$ cat src/rvq_pkg.sv
package rvq_pkg;

	localparam int CORDIC_ITER_DEF = 16;
	localparam int TABLE_LEN       = 24;
	localparam int LEN_W           = 16;
	localparam int SUM_W           = 32;
	localparam int ANG_W           = 36;
	localparam int XY_W            = 34;
	localparam int PROD_W          = 50;
	localparam int ND_W            = 32;
	localparam int QUO_W           = 17;
	localparam int SAT_W           = 20;

	localparam logic signed [ANG_W-1:0] Q30_PI      = 36'sd3373259426;
	localparam logic signed [ANG_W-1:0] Q30_HALF_PI = 36'sd1686629713;
	localparam logic signed [ANG_W-1:0] Q30_TWO_PI  = 36'sd6746518852;
	localparam logic signed [XY_W-1:0]  Q30_GAIN    = 34'sd652032874;
	localparam logic signed [15:0]      Q14_ONE     = 16'sd16384;
	localparam logic [15:0]             THR_RESET   = 16'd1;

	typedef logic signed [15:0] comp_t;

	typedef struct packed {
		comp_t vx;
		comp_t vy;
		comp_t vz;
	} vec_t;

	// side data that rides along the cordic stages
	typedef struct packed {
		vec_t            v;
		logic [LEN_W-1:0] len;
		logic            first_order;
		logic            neg;
	} cmeta_t;

	// side data that rides along the divider stages
	typedef struct packed {
		logic  first_order;
		comp_t w;
		comp_t sx;
		comp_t sy;
		comp_t sz;
		logic [2:0] neg;
	} dmeta_t;

	function automatic logic [31:0] atan_q30(input int unsigned i);
		logic [31:0] r;
		case (i)
			0:  r = 32'd843314856;
			1:  r = 32'd497837829;
			2:  r = 32'd263043836;
			3:  r = 32'd133525158;
			4:  r = 32'd67021686;
			5:  r = 32'd33543515;
			6:  r = 32'd16775850;
			7:  r = 32'd8388437;
			8:  r = 32'd4194282;
			9:  r = 32'd2097149;
			10: r = 32'd1048575;
			11: r = 32'd524287;
			12: r = 32'd262143;
			13: r = 32'd131071;
			14: r = 32'd65535;
			15: r = 32'd32767;
			16: r = 32'd16383;
			17: r = 32'd8191;
			18: r = 32'd4095;
			19: r = 32'd2047;
			20: r = 32'd1023;
			21: r = 32'd511;
			22: r = 32'd255;
			23: r = 32'd127;
			default: r = 32'd0;
		endcase
		return r;
	endfunction

	function automatic comp_t sat14(input logic signed [SAT_W-1:0] v);
		comp_t r;
		if (v > SAT_W'(Q14_ONE))
			r = Q14_ONE;
		else if (v < -SAT_W'(Q14_ONE))
			r = -Q14_ONE;
		else
			r = v[15:0];
		return r;
	endfunction

endpackage

$ cat src/rvq_sqrt.sv
module rvq_sqrt (
	input  logic                      clk,
	input  logic                      arst_n,
	input  logic                      en,
	input  logic                      vld_i,
	input  rvq_pkg::vec_t             vec_i,
	output logic                      vld_o,
	output rvq_pkg::vec_t             vec_o,
	output logic [rvq_pkg::LEN_W-1:0] len_o
);
	import rvq_pkg::*;

	logic signed [31:0] sqx, sqy, sqz;
	logic               vld_s1, vld_s2;
	vec_t               vec_s1, vec_s2;
	logic [30:0]        sqx_s1, sqy_s1, sqz_s1;
	logic [SUM_W-1:0]   sum_s2;

	logic               vld_sn  [0:LEN_W];
	vec_t               vec_sn  [0:LEN_W];
	logic [SUM_W-1:0]   rem_sn  [0:LEN_W];
	logic [LEN_W-1:0]   root_sn [0:LEN_W];

	assign sqx = vec_i.vx * vec_i.vx;
	assign sqy = vec_i.vy * vec_i.vy;
	assign sqz = vec_i.vz * vec_i.vz;

	always_ff @(posedge clk or negedge arst_n) begin
		if (!arst_n) begin
			vld_s1 <= 1'b0;
			vld_s2 <= 1'b0;
		end else if (en) begin
			vld_s1 <= vld_i;
			vld_s2 <= vld_s1;
		end
	end

	always_ff @(posedge clk) begin
		if (en) begin
			vec_s1 <= vec_i;
			sqx_s1 <= sqx[30:0];
			sqy_s1 <= sqy[30:0];
			sqz_s1 <= sqz[30:0];
			vec_s2 <= vec_s1;
			sum_s2 <= SUM_W'(sqx_s1) + SUM_W'(sqy_s1) + SUM_W'(sqz_s1);
		end
	end

	assign vld_sn[0]  = vld_s2;
	assign vec_sn[0]  = vec_s2;
	assign rem_sn[0]  = sum_s2;
	assign root_sn[0] = '0;

	// one result bit per stage, most significant first
	for (genvar k = 0; k < LEN_W; k++) begin : g_bit
		localparam int B = LEN_W - 1 - k;
		logic [SUM_W+1:0] trial;
		logic             take;

		assign trial = ((SUM_W+2)'(root_sn[k]) << (B + 1)) + ((SUM_W+2)'(1) << (2 * B));
		assign take  = (SUM_W+2)'(rem_sn[k]) >= trial;

		always_ff @(posedge clk or negedge arst_n) begin
			if (!arst_n)
				vld_sn[k+1] <= 1'b0;
			else if (en)
				vld_sn[k+1] <= vld_sn[k];
		end

		always_ff @(posedge clk) begin
			if (en) begin
				vec_sn[k+1]  <= vec_sn[k];
				rem_sn[k+1]  <= take ? rem_sn[k] - trial[SUM_W-1:0] : rem_sn[k];
				root_sn[k+1] <= take ? (root_sn[k] | (LEN_W'(1) << B)) : root_sn[k];
			end
		end
	end

	assign vld_o = vld_sn[LEN_W];
	assign vec_o = vec_sn[LEN_W];
	assign len_o = root_sn[LEN_W];

endmodule

$ cat config.mk
export PLATFORM = sky130hd
export DESIGN_NAME = rvq_sqrt
export DESIGN_NICKNAME = d
export VERILOG_FILES = /design/src/rvq_pkg.sv /design/src/rvq_sqrt.sv
export SDC_FILE = /design/constraint.sdc
export NUM_CORES = 2
export LEC_CHECK = 0
export BUFFER_PORTS_ARGS = -buffer_cell sky130_fd_sc_hd__buf_2
export CORE_ASPECT_RATIO = 0.8
export CORE_MARGIN = 1
export CORE_UTILIZATION = 48
export CTS_BUF_LIST = sky130_fd_sc_hd__clkbuf_4 sky130_fd_sc_hd__clkbuf_8
export CTS_CLUSTER_DIAMETER = 30
export DETAILED_ROUTE_END_ITERATION = 10
export GPL_TIMING_DRIVEN = 0
export PLACE_DENSITY_LB_ADDON = 0.2
export SLEW_MARGIN = 5
export SYNTH_ARGS = -nofsm -noshare
export SYNTH_HDL_FRONTEND = slang
export SYNTH_SLANG_ARGS = --single-unit
$ cat constraint.sdc
create_clock -name clk -period 5.1 [get_ports clk]
set_clock_uncertainty 0.1 [all_clocks]
set_input_delay 0.255 -clock clk [delete_from_list [all_inputs] [get_ports clk]]
set_output_delay 0.255 -clock clk [all_outputs]
set_load 0.05 [all_outputs]
# Word level (Yosys, flattened, before mapping)
# Cells that the tools add are included.
dict set report word_totals {
  register_bits 1743
  inputBits 52
  output_inout_bits 65
}
dict set report classes {
  n_addsub 32
  n_mul 3
  magnitude_cmp 16
  mux 16
}
# cell count
set ops {}
lappend ops {{$mux 32} 15}
lappend ops {{$mul 16x16->31} 3}
lappend ops {{$add 31x29->32 const B} 1}
lappend ops {{$add 31x31->32} 1}
lappend ops {{$add 32x31->32} 1}
lappend ops {{$ge 32x18->1} 1}
lappend ops {{$ge 32x19->1} 1}
lappend ops {{$ge 32x20->1} 1}
lappend ops {{$ge 32x21->1} 1}
lappend ops {{$ge 32x22->1} 1}
lappend ops {{$ge 32x23->1} 1}
lappend ops {{$ge 32x24->1} 1}
lappend ops {{$ge 32x25->1} 1}
lappend ops {{$ge 32x26->1} 1}
lappend ops {{$ge 32x27->1} 1}
lappend ops {{$ge 32x28->1} 1}
lappend ops {{$ge 32x29->1} 1}
lappend ops {{$ge 32x30->1} 1}
lappend ops {{$ge 32x31->1} 1}
lappend ops {{$ge 32x31->1 const B} 1}
lappend ops {{$ge 32x32->1} 1}
lappend ops {{$sub 32x19->32} 1}
lappend ops {{$sub 32x20->32} 1}
lappend ops {{$sub 32x21->32} 1}
lappend ops {{27 further kinds} 27}

# Logic depth before layout (Yosys ltp)
dict set report logic_depth {
  depth_word 3
  ltp_mapped 26
  mapped_depth_nobuf 25
}

# Least setup slack after synthesis
# No wires, ideal clock.
dict set report synth_timing {
  path_type {input port to flip-flop}
  from {input port vec_i[47] in the netlist's numbering}
  to {register sqx_s1[30], data pin}
  setup_ns 0.260
  t_arrival_ns 6.083
  required_time_ns 4.740
  slack_ns -1.343
  path_stages 22
  path_cell_list {clkbuf_1 > inv_1 > buf_1 > nor2_1 > fa_1 > fa_1 > fa_1 > fa_1 > fa_1 > inv_1 > fa_1 > inv_1 > ha_1 > a21o_1 > a21o_1 > a2111oi_0 > or3_1 > nor2b_1 > o31ai_1 > o22ai_1 > o41a_1 > xnor2_1}
}
dict set report synth_between {
  elab_chain_len 1
}
# element line
set synth_rtl {}
lappend synth_rtl {{start: declaration} rvq_sqrt.sv:6} ;# input rvq_pkg::vec_t vec_i,
lappend synth_rtl {{$mul 16x16->31} rvq_sqrt.sv:24} ;# assign sqx = vec_i.vx * vec_i.vx;
lappend synth_rtl {{net sqx[30]} rvq_sqrt.sv:13} ;# logic signed [31:0] sqx, sqy, sqz;
lappend synth_rtl {{end signal: assignment} rvq_sqrt.sv:41} ;# sqx_s1 <= sqx[30:0];
lappend synth_rtl {{end: declaration} rvq_sqrt.sv:16} ;# logic [30:0] sqx_s1, sqy_s1, sqz_s1;
# The timed path passes the listed nets, and every way through them passes these cells.
# A chain may end at the register's enable or synchronous reset.

# Worst setup path in the final report
dict set report layout_timing {
  from {input port vec_i[35] in the netlist's numbering}
  to {register sqx_s1[30], data pin}
}
# The elaborated chain is that of the path after synthesis.

==> metrics.txt <==
commonest non-fill, non-tap cell in the layout edfxtp_1; die area 184000 um^2; CP Launch Type primary input; failing checks setup timing; vias 48629; Crit Path Max Fanout 7; CTS Root Cell clkbuf_8; I/O pins 117; post-synth top area share 0.550; Top FF cell, synth edfxtp_1; Slew Limit Headroom 0.359; RR Endpoint sum_s2[30]; reg2reg start sqy_s1[3]; Iteration-0 DRC Markers around 2800; CP Class in -> reg; drt via density 5.00; Yosys top cell by area edfxtp_1; number of max-cap violations 0; Worst-Skew Late Latency 0.99 ns; Final period util 1.12; core area 180000 um^2; register bit count reported by yosys 1617; final WL 165000 um; wire per inst between 15 and 20 um; total congestion overflow 0; Synth Instances 6393; area of placed instances between 90000 and 100000 um^2; antenna violations before repair 7; Worst Hold End vec_s1[26]; R2R Setup Slk roughly 1.1 ns; vias in the first global route 51526; largest net degree at the start of global routing 178; commonest cells after routing, fill and taps aside edfxtp_1 (1599), inv_1 (1112), fa_1 (675); Max Freq 175 MHz; Finished Layout Cells 9724; worst hold start vec_i[26]; fin worst setup slack -0.605 ns; Clock Pin Slew Worst Setup and Hold Paths 0.06 ns; Final Hold Vio Count 0; worst slack, placed -2.27 ns; wire length of the first global-routing pass ~270000 um; status finished with violations; design area 103000 um^2; total global-route track usage 0.184; Seq/Total Area, Yosys 0.555; area growth from synthesis to layout 18.4%; Final HPWL DP 118000 um; Starting Density 0.485; antenna-violating nets left 0; CP Capture Type flop; Mapped Avg Cell Area 13.7 um^2; WHS Path Cells 2; fin nets 8288; row count 139; slew of the pin with the lowest slew margin 0.937 ns; Slew Viols, Final 0; fillers 14476; Cell variety after synth 77; clock buffer depth 4; H-tree levels 5; fin util 0.574; number of flops mapped to enable cells by yosys 1599; cell area after synthesis 87300 um^2; IO Port Bufs 116; synth top area cells edfxtp_1 (55%), fa_1 (16%), ha_1 (6.3%); RSZ-0062 raised after global routing yes; reg2reg path depth 10; post-layout min period 5.70 ns; Setup-failing EPs final 13; Final GP Congestion 0.894; cts bufs inserted approximately 330; worst hold path class in -> reg; clk sinks 1617; required time of the critical path 5.68 ns; CTS tree yes; fraction of layout instances using a drive strength above 1 0.178; # DRC 0; Die X-Extent 479 um; Die Y 383 um; Inst Count DP 8919; asr flop ratio synth 0.0111; DRT Pass-1 Iters 5; Syn. warnings 0; WP data arrival roughly 6.3 ns
-- cell usage after synthesis (10+ instances only) --
cell and instances:
edfxtp_1 1599, a31oi_1 15, nand2b_1 45, nor4b_1 14
clkbuf_1 88, or3_1 34, or2_2 14, nand4b_1 13
o31ai_1 21, a211oi_1 21, nor4_1 74, nand4_1 34
fa_1 717, a2111oi_0 14, a21o_1 86, o21ai_0 155
a31o_2 11, or4_1 19, a21boi_0 13, o21a_1 59
xor2_1 122, and2_1 111, nand3b_1 10, inv_1 1162
o21bai_1 22, mux2_2 34, and3_1 14, nand3_1 53
nor2b_1 42, dfrtp_1 18, a21oi_1 180, nand2_1 389
nor3_1 102, ha_1 436, nor2_1 278, xnor2_1 220
buf_4 48
-- area by class of cell --
cell class | instances | area, um^2 | area share
Antenna cell | 8 | 20.0 | 0.000194
Buffer | 147 | 1710 | 0.0166
Clock buffer | 393 | 5040 | 0.0488
Clock inverter | 172 | 2040 | 0.0198
Inverter | 1168 | 4500 | 0.0435
Multi-Input combinational cell | 3460 | 35200 | 0.341
Sequential cell | 1617 | 48500 | 0.469
Tap cell | 2397 | 3000 | 0.0290
Timing Repair Buffer | 362 | 3310 | 0.0321
-- what timing repair did --
| action | 4_1_cts | 5_1_grt |
|---|---|---|
| hold buffers | 94 | 2 |
| setup endpoints to repair | 30 | 50 |
| pin swaps | 59 | 84 |
| endpoints found under the hold margin | 246 | 2 |
| gates resized for setup | 199 | 150 |
| gates cloned | 1 | 5 |
| setup buffers | 66 | 68 |
-- state kept, by name (all words and copies together) (netlist names) --
name / count
len_o: 16
sum_s2: 32
vld_sn: 15
vld_s1: 1
vec_sn: 720
vec_s2: 48
vld_o: 1
sqx_s1: 29
root_sn: 120
sqy_s1: 29
sqz_s1: 29
vec_s1: 48
rem_sn: 480
vec_o: 48
vld_s2: 1
-- metal layers --
metal	GRT usage	routed length (um)
met5	0	0
met4	0.0671	4970
met3	0.0350	8990
met2	0.302	79300
met1	0.244	72000
-- through the flow --
step | hold slack, ns | TNS [ns]
after global routing | -0.00788 | -3.67
after global placement | 0.0890 | -
final | 0.0723 | -2.28
after floorplan | -0.141 | -11.66
after CTS | 0.00174 | -3.85
after detailed placement | 0.0995 | -66.71
-- critical path: stages --
cell	delay (ns)
buf_12	0.12
clkbuf_16	0.16
nand2_4	0.07
inv_2	0.04
fa_1	0.53
inv_1	0.05
fa_1	0.53
fa_1	0.45
fa_1	0.53
inv_2	0.05
fa_1	0.49
fa_1	0.58
ha_4	0.21
a21o_1	0.16
a211o_1	0.33
a221o_1	0.34
a21o_4	0.22
nor4b_4	0.14
o31ai_4	0.22
o22ai_2	0.13
o41a_1	0.47
xnor2_4	0.21
-- cell families (layout without fill, tap and decap cells) --
family,Yosys count,count (layout),synth area share
mux,43,43,0.00571
buf+inv,1318,2242,0.0590
compound gates,656,656,0.0477
other cells,1,11,0.0000430
fa+ha+maj,1153,1153,0.227
xor+xnor,342,342,0.0343
flops,1617,1617,0.555
simple gates,1263,1263,0.0709
-- how the worst max path moves through the flow --
stage,startpoint,end,cells after the start
after floorplan,vec_i[37],sqx_s1[30],22
after global placement,en,rem_sn[56],1
after detailed placement,vec_i[41],sqx_s1[30],21
after CTS,vec_i[35],sqx_s1[30],22
after global routing,vec_i[34],sqx_s1[30],21
final,vec_i[35],sqx_s1[30],22
Power is left out: the tool's default activity adds up to more than one toggle a clock period on the data nets, which glitch-free logic cannot reach.
