<file path="src/rvq_pkg.sv">
package rvq_pkg;

	localparam int CORDIC_ITER_DEF = 16;
	localparam int TABLE_LEN       = 24;
	localparam int LEN_W           = 16;
	localparam int SUM_W           = 32;
	localparam int ANG_W           = 36;
	localparam int XY_W            = 34;
	localparam int PROD_W          = 50;
	localparam int ND_W            = 32;
	localparam int QUO_W           = 17;
	localparam int SAT_W           = 20;

	localparam logic signed [ANG_W-1:0] Q30_PI      = 36'sd3373259426;
	localparam logic signed [ANG_W-1:0] Q30_HALF_PI = 36'sd1686629713;
	localparam logic signed [ANG_W-1:0] Q30_TWO_PI  = 36'sd6746518852;
	localparam logic signed [XY_W-1:0]  Q30_GAIN    = 34'sd652032874;
	localparam logic signed [15:0]      Q14_ONE     = 16'sd16384;
	localparam logic [15:0]             THR_RESET   = 16'd1;

	typedef logic signed [15:0] comp_t;

	typedef struct packed {
		comp_t vx;
		comp_t vy;
		comp_t vz;
	} vec_t;

	// side data that rides along the cordic stages
	typedef struct packed {
		vec_t            v;
		logic [LEN_W-1:0] len;
		logic            first_order;
		logic            neg;
	} cmeta_t;

	// side data that rides along the divider stages
	typedef struct packed {
		logic  first_order;
		comp_t w;
		comp_t sx;
		comp_t sy;
		comp_t sz;
		logic [2:0] neg;
	} dmeta_t;

	function automatic logic [31:0] atan_q30(input int unsigned i);
		logic [31:0] r;
		case (i)
			0:  r = 32'd843314856;
			1:  r = 32'd497837829;
			2:  r = 32'd263043836;
			3:  r = 32'd133525158;
			4:  r = 32'd67021686;
			5:  r = 32'd33543515;
			6:  r = 32'd16775850;
			7:  r = 32'd8388437;
			8:  r = 32'd4194282;
			9:  r = 32'd2097149;
			10: r = 32'd1048575;
			11: r = 32'd524287;
			12: r = 32'd262143;
			13: r = 32'd131071;
			14: r = 32'd65535;
			15: r = 32'd32767;
			16: r = 32'd16383;
			17: r = 32'd8191;
			18: r = 32'd4095;
			19: r = 32'd2047;
			20: r = 32'd1023;
			21: r = 32'd511;
			22: r = 32'd255;
			23: r = 32'd127;
			default: r = 32'd0;
		endcase
		return r;
	endfunction

	function automatic comp_t sat14(input logic signed [SAT_W-1:0] v);
		comp_t r;
		if (v > SAT_W'(Q14_ONE))
			r = Q14_ONE;
		else if (v < -SAT_W'(Q14_ONE))
			r = -Q14_ONE;
		else
			r = v[15:0];
		return r;
	endfunction

endpackage

</file>
<file path="src/rvq_div.sv">
module rvq_div (
	input  logic                      clk,
	input  logic                      arst_n,
	input  logic                      en,
	input  logic                      vld_i,
	input  logic [rvq_pkg::ND_W-1:0]  num_i [3],
	input  logic [rvq_pkg::LEN_W-1:0] len_i,
	input  rvq_pkg::dmeta_t           meta_i,
	output logic                      vld_o,
	output logic [rvq_pkg::QUO_W-1:0] quo_o [3],
	output rvq_pkg::dmeta_t           meta_o
);
	import rvq_pkg::*;

	logic             vld_sn  [0:QUO_W];
	dmeta_t           meta_sn [0:QUO_W];
	logic [LEN_W-1:0] len_sn  [0:QUO_W];
	logic [ND_W-1:0]  rem_sn  [0:QUO_W][3];
	logic [QUO_W-1:0] quo_sn  [0:QUO_W][3];

	assign vld_sn[0]  = vld_i;
	assign meta_sn[0] = meta_i;
	assign len_sn[0]  = len_i;
	for (genvar c = 0; c < 3; c++) begin : g_in
		assign rem_sn[0][c] = num_i[c];
		assign quo_sn[0][c] = '0;
	end

	// restoring division, one quotient bit per stage for all three lanes
	for (genvar k = 0; k < QUO_W; k++) begin : g_step
		localparam int B = QUO_W - 1 - k;
		logic [ND_W+QUO_W-1:0] dsh;

		assign dsh = (ND_W+QUO_W)'(len_sn[k]) << B;

		always_ff @(posedge clk or negedge arst_n) begin
			if (!arst_n)
				vld_sn[k+1] <= 1'b0;
			else if (en)
				vld_sn[k+1] <= vld_sn[k];
		end

		always_ff @(posedge clk) begin
			if (en) begin
				meta_sn[k+1] <= meta_sn[k];
				len_sn[k+1]  <= len_sn[k];
			end
		end

		for (genvar c = 0; c < 3; c++) begin : g_lane
			logic take;
			assign take = (ND_W+QUO_W)'(rem_sn[k][c]) >= dsh;
			always_ff @(posedge clk) begin
				if (en) begin
					rem_sn[k+1][c] <= take ? rem_sn[k][c] - dsh[ND_W-1:0] : rem_sn[k][c];
					quo_sn[k+1][c] <= take ? (quo_sn[k][c] | (QUO_W'(1) << B))
						: quo_sn[k][c];
				end
			end
		end
	end

	assign vld_o  = vld_sn[QUO_W];
	assign meta_o = meta_sn[QUO_W];
	for (genvar c = 0; c < 3; c++) begin : g_out
		assign quo_o[c] = quo_sn[QUO_W][c];
	end

endmodule

</file>
<file path="config.mk">
export PLATFORM = sky130hd
export DESIGN_NAME = rvq_div
export DESIGN_NICKNAME = d
export VERILOG_FILES = /design/src/rvq_pkg.sv /design/src/rvq_div.sv
export SDC_FILE = /design/constraint.sdc
export NUM_CORES = 2
export LEC_CHECK = 0
export ABC_CLOCK_PERIOD_IN_PS = 5700
export BUFFER_PORTS_ARGS = -buffer_cell sky130_fd_sc_hd__clkbuf_2
export CORE_AREA = 2 2 566 568
export DETAILED_ROUTE_END_ITERATION = 16
export DIE_AREA = 0 0 568 570
export PLACE_DENSITY_LB_ADDON = 0.05
export SYNTH_ARGS = -nofsm -noshare
export SYNTH_HDL_FRONTEND = slang
export SYNTH_SLANG_ARGS = --single-unit
</file>
<file path="constraint.sdc">
create_clock -name clk -period 5.7 [get_ports clk]
set_clock_uncertainty 0.15 [all_clocks]
set_input_delay 0.285 -clock clk [delete_from_list [all_inputs] [get_ports clk]]
set_output_delay 0.285 -clock clk [all_outputs]
set_load 0.005 [all_outputs]
</file>
# Word-level counts from Yosys, hierarchy flattened
# Cells that the tools add are included.
# W data, S select, Z words.
dict set report totals {
  regBits 3832
  in_bits 184
  out_inout_bits 120
  elab_cells 432
}
dict set report classes {
  muxes 51
  n_addsub 48
  order_cmp 51
}
# operator n
set op_table {}
lappend op_table {{$mux W32} 48}
lappend op_table {{$ge A32 B16 Y1} 3}
lappend op_table {{$ge A32 B17 Y1} 3}
lappend op_table {{$ge A32 B18 Y1} 3}
lappend op_table {{$ge A32 B19 Y1} 3}
lappend op_table {{$ge A32 B20 Y1} 3}
lappend op_table {{$ge A32 B21 Y1} 3}
lappend op_table {{$ge A32 B22 Y1} 3}
lappend op_table {{$ge A32 B23 Y1} 3}
lappend op_table {{$ge A32 B24 Y1} 3}
lappend op_table {{$ge A32 B25 Y1} 3}
lappend op_table {{$ge A32 B26 Y1} 3}
lappend op_table {{$ge A32 B27 Y1} 3}
lappend op_table {{$ge A32 B28 Y1} 3}
lappend op_table {{$ge A32 B29 Y1} 3}
lappend op_table {{$ge A32 B30 Y1} 3}
lappend op_table {{$ge A32 B31 Y1} 3}
lappend op_table {{$ge A32 B32 Y1} 3}
lappend op_table {{$sub A32 B17 Y32} 3}
lappend op_table {{$sub A32 B18 Y32} 3}
lappend op_table {{$sub A32 B19 Y32} 3}
lappend op_table {{$sub A32 B20 Y32} 3}
lappend op_table {{$sub A32 B21 Y32} 3}
lappend op_table {{$sub A32 B22 Y32} 3}
lappend op_table {{11 further kinds} 33}

# Logic depth before layout (Yosys ltp)
dict set report depth {
  ltp_word 2
  depth_mapped 14
  mapped_depth_nobuf 13
}

# Worst setup path after synthesis
# OpenSTA, ideal clock, no wires.
dict set report synth_path {
  kind {reg2reg}
  start {register rem_sn[581] (netlist bit)}
  end {register rem_sn[511] (netlist bit) (data pin)}
  path_buffers 0
  synth_period_minus_slack_ns 3.511
  arrival_ns 3.090
  slack_ns 2.189
  path_stages_with_launch 14
  path_cell_list {edfxtp_1 > inv_1 > ha_1 > inv_1 > fa_1 > a21o_1 > a2111oi_0 > nor4_1 > o311ai_1 > a21boi_0 > o21a_1 > or3_1 > nor4_1 > xor2_1}
}
dict set report synth_via {
  elab_chain_cells 2
}
# element line
set synth_lines {}
lappend synth_lines {{start: declaration} rvq_div.sv:18} ;# logic [ND_W-1:0] rem_sn [0:QUO_W][3];
lappend synth_lines {{start signal: indexed assignment} rvq_div.sv:55} ;# rem_sn[k+1][c] <= take ? rem_sn[k][c] - dsh[ND_W-1:0] : rem_sn[k][c];
lappend synth_lines {{$sub A32 B21 Y32 or $ge A32 B21 Y1 (tied branches)} {rvq_div.sv:55, rvq_div.sv:52}}
lappend synth_lines {{$mux W32 (*)} rvq_div.sv:55}
# Mark *: on every way between the ends. The rest lies on a longest branch, timed or not.
# A chain may end at the register's enable or synchronous reset.

# Worst setup path in the final report
dict set report layout_path {
  start {register len_sn (netlist bit g_step[13].dsh[4])}
  end {register rem_sn[348] (netlist bit) (data pin)}
}
dict set report layout_via {
  elab_chain_cells 2
}
# element line
set layout_lines {}
lappend layout_lines {{start: declaration} rvq_div.sv:17} ;# logic [LEN_W-1:0] len_sn [0:QUO_W];
lappend layout_lines {{start signal: indexed assignment} rvq_div.sv:46} ;# len_sn[k+1] <= len_sn[k];
lappend layout_lines {{$sub A32 B19 Y32 or $ge A32 B19 Y1 (tied branches)} {rvq_div.sv:55, rvq_div.sv:52}}
lappend layout_lines {{$mux W32 (*)} rvq_div.sv:55}
# Marked as above.

==> metrics.md <==
| Metric | Value |
|---|---|
| Post-Synth XOR/XNOR Area | `5.191%` |
| Compound-Gate Fraction of Synth Area | `9.586%` |
| Max Root-Sink Buffers | `4` |
| Max-cap violations | `0` |
| CTS Root Cell | `clkbuf_16` |
| Core area | `317300 sq um` |
| Pin count of the biggest net entering global routing | `179` |
| Synth Instances | `11640` |
| Worst Path Max Fanout | `27` |
| Clock Latency Late Sink | `940 ps` |
| Static leakage | `0.06633 uW` |
| Htree depth | `5` |
| Clk network pwr share | `26.6%` |
| Min-delay worst type | `in -> reg` |
| Inst Count DP | `15930` |
| Initial antenna violation count | `8` |
| First-pass GRT wire length | `582600 um` |
| Fin Setup TNS | `0 ps` |
| WHS | `86.25 ps` |
| Crit path DAT | `4880 ps` |
| Register share of total power | `44.0%` |
| Peak VDD IR | `0.3036 mV` |
| Final Hold Fails | `0` |
| Final Util | `56.55%` |
| Tmin final | `4396 ps` |
| Number of flops mapped to enable cells by yosys | `3407` |
| R2R setup slack | `1300 ps` |
| Routed vias/inst | `5.622` |
| Tightest Pin Transition | `1307 ps` |
| Commonest non-fill, non-tap cell in the layout | `edfxtp_1` |
| Worst Setup End Kind | `flip-flop` |
| Combinational share of power | `29.5%` |
| Outcome | `complete, no violations` |
| GR Util All Layers | `23.73%` |
| Drt wl/cell | `23.04 um` |
| Fill cells | `25090` |
| Antenna viol nets, final | `0` |
| Mux cell area share after synthesis | `1.690%` |
| Kind of critical path | `reg -> reg` |
| Yosys reg bits | `3424` |
| Fraction of power spent switching nets | `32.41%` |
| Area Growth Syn to Fin | `13.49%` |
| Vias | `95180` |
| Nets | `13520` |
| Psw | `27410 uW` |
| Power Internal | `57180 uW` |
| Die Wd | `568 um` |
| Post-Synth Simple-Gate Area | `9.158%` |
| Power Dens Cells | `471.5 nW/um^2` |
| Mapped Nets | `12690` |
| Register area | `102700 sq um` |
| Period utilization | `77.12%` |
| Remaining Overflow, GRT | `0` |
| Port bufs | `303` |
| Register area share after synthesis | `64.98%` |
| Unrepaired setup endpoints after global routing | `no` |
| TritonCTS Sinks | `3424` |
| Row Count | `207` |
| # DRC | `0` |
| Fmax | `0.2275 GHz` |
| CTS tree | `yes` |
| Distinct cells, synth | `97` |
| CP Data Required Time | `6180 ps` |
| DP HPWL | `296700 um` |
| CTS buffer count | `363` |
| Die ar. | `323800 sq um` |
| Cell area after synthesis | `158100 sq um` |
| DR iter-0 viols | `7033` |
| Prevailing post-synth register cell | `edfxtp_1` |
| Worst setup SP type | `flip-flop` |
| Routed Wire Length | `390100 um` |
| Post-CTS setup buffer count | `0` |
| Max Slew Vio Count | `0` |
| YS warnings | `0` |
| Finished Layout Cells | `16930` |
| Largest family of logic cells by synthesized area | `compound AO/OA/AOI/OAI gates` |
| Asr flop ratio synth | `0.4965%` |
| Starting density of the core | `49.83%` |
| Setup violators final | `0` |
| Gp weighted congestion | `0.9175` |
| Rel. slew slack | `10.63%` |
| Drt pass-1 iters | `6` |
| Synth Area in Adders | `7.066%` |
| Mapped Avg Cell Area | `13.58 sq um` |
| Clk pin slew, worst setup/hold paths | `60 ps` |
| Footprint of the multi-input gates | `51820 sq um` |
| Most frequent cells in the layout | `edfxtp_1 (3407), ha_1 (816), nor2_1 (767), a21oi_1 (751), nand2_1 (683)` |
| Share of layout cells above drive strength 1 | `9.586%` |
| Vias in the first global route | `95140` |
| Overall die height | `570 um` |
| IO Pins | `304` |
routing by layer:
metal / vias up / part of all wire, % / track usage (%)
met5: - / 0.0033 / 0
met4: 2 / 6.1 / 12.79
met3: 794 / 3.8 / 2.886
met2: 2374 / 50 / 42.14
met1: 46370 / 40 / 28.08
li1: 45650 / - / -
power groups by stage:
stage	clock network (uW)	logic (uW)	registers (uW)
detailed placement	0	24400	37700
global placement	0	24100	37700
global route	24100	27700	37600
CTS	23100	24800	37200
floorplan	0	18300	35800
finish	22500	24900	37200
Yosys cell counts (all sizes together) (18+ instances only):
| cell | number | area share, % |
|---|---|---|
| inv | 553 | 1.3 |
| a211o | 24 | 0.13 |
| xnor2 | 474 | 2.6 |
| a31o | 18 | 0.10 |
| nor4b | 33 | 0.18 |
| clkbuf | 157 | 0.37 |
| nor3b | 20 | 0.095 |
| nand4 | 116 | 0.46 |
| o21bai | 65 | 0.31 |
| a311oi | 23 | 0.13 |
| nand2b | 145 | 0.57 |
| o31ai | 58 | 0.28 |
| fa | 48 | 0.61 |
| nand2 | 683 | 1.6 |
| mux2 | 214 | 1.5 |
| nand3b | 32 | 0.15 |
| a2111oi | 24 | 0.14 |
| a21o | 271 | 1.3 |
| nand4b | 29 | 0.16 |
| xor2 | 463 | 2.6 |
| a21oi | 755 | 2.4 |
| o31a | 27 | 0.15 |
| nor2 | 767 | 1.8 |
| o21ai | 610 | 1.9 |
| a211oi | 72 | 0.34 |
| ha | 816 | 6.5 |
| or4 | 65 | 0.31 |
| o2111ai | 24 | 0.13 |
| and2 | 46 | 0.18 |
| or3 | 99 | 0.39 |
| and3 | 68 | 0.27 |
| o41ai | 25 | 0.14 |
| nor2b | 139 | 0.55 |
| nor4 | 159 | 0.63 |
| nand3 | 157 | 0.50 |
| a21boi | 43 | 0.20 |
| buf | 145 | 0.64 |
| edfxtp | 3407 | 65 |
| a31oi | 73 | 0.29 |
| o211ai | 36 | 0.17 |
| o21a | 122 | 0.58 |
| or2 | 47 | 0.19 |
| nor3 | 255 | 0.81 |
| mux2i | 25 | 0.16 |
registers in the layout, indices dropped and copies added, names as in the netlist:
name,cells
g_step.dsh,256
quo_o,51
rem_sn,1536
vld_sn,16
meta_o,68
quo_sn,408
meta_sn,1088
vld_o,1
metrics by stage:
| step | total power [uW] | setup WS, ps | cell area [sq um] |
|---|---|---|---|
| 2_1_floorplan | 54120 | 2189 | 158100 |
| 3_3_place_gp | 61780 | 1415 | 164500 |
| 3_5_place_dp | 62130 | 1322 | 164500 |
| 4_1_cts | 85170 | 1312 | 179400 |
| 5_1_grt | 89400 | 967.7 | 179400 |
| 6_report | 84590 | 1304 | 179400 |
worst max-delay path, stage by stage, from the launching register on:
cell and delay [ps]:
edfxtp_1 490, inv_1 140, ha_1 310, a21o_1 180, a221o_1 400, a221oi_1 670
o41a_1 240, nand3_1 730, nand3_1 540, nor3_1 100, xor2_1 160
logic make-up (layout without fill, tap and decap cells):
family	Yosys count	in the layout
xor gates and xnor gates	937	937
buffers and inverters	855	1961
AOI/OAI and AO/OA	2420	2420
adders and majority gates	864	864
other	0	2
DFF	3424	3424
muxes	239	239
and+or+nand+nor	2903	2903
cell type report:
cell class,instances,share of cell area (%)
clock inverters,207,1.085
clock buffers,435,5.261
multi-input cells,7363,28.88
flip-flops and latches,3424,57.26
inverters,553,1.157
diodes,2,0.002789
well taps,4180,2.915
repair buffers,766,3.441
timing repair:
action	CTS	global route
resized for setup	0	0
endpoints found under the hold margin	332	0
hold buffers	356	0
worst paths after layout:
path	start	end	depth (start not counted)
worst max-delay path	g_step[13].dsh[4]	rem_sn[348]	10
worst min register to register	meta_sn[521]	meta_sn[453]	0
worst min-delay path	num_i[95]	rem_sn[1631]	4
max in group asynchronous	arst_n	vld_sn[10]	3
min in group asynchronous	arst_n	vld_o	3
worst max register to register	g_step[13].dsh[4]	rem_sn[348]	10
Note: power is estimated with default switching activity, not from simulation.
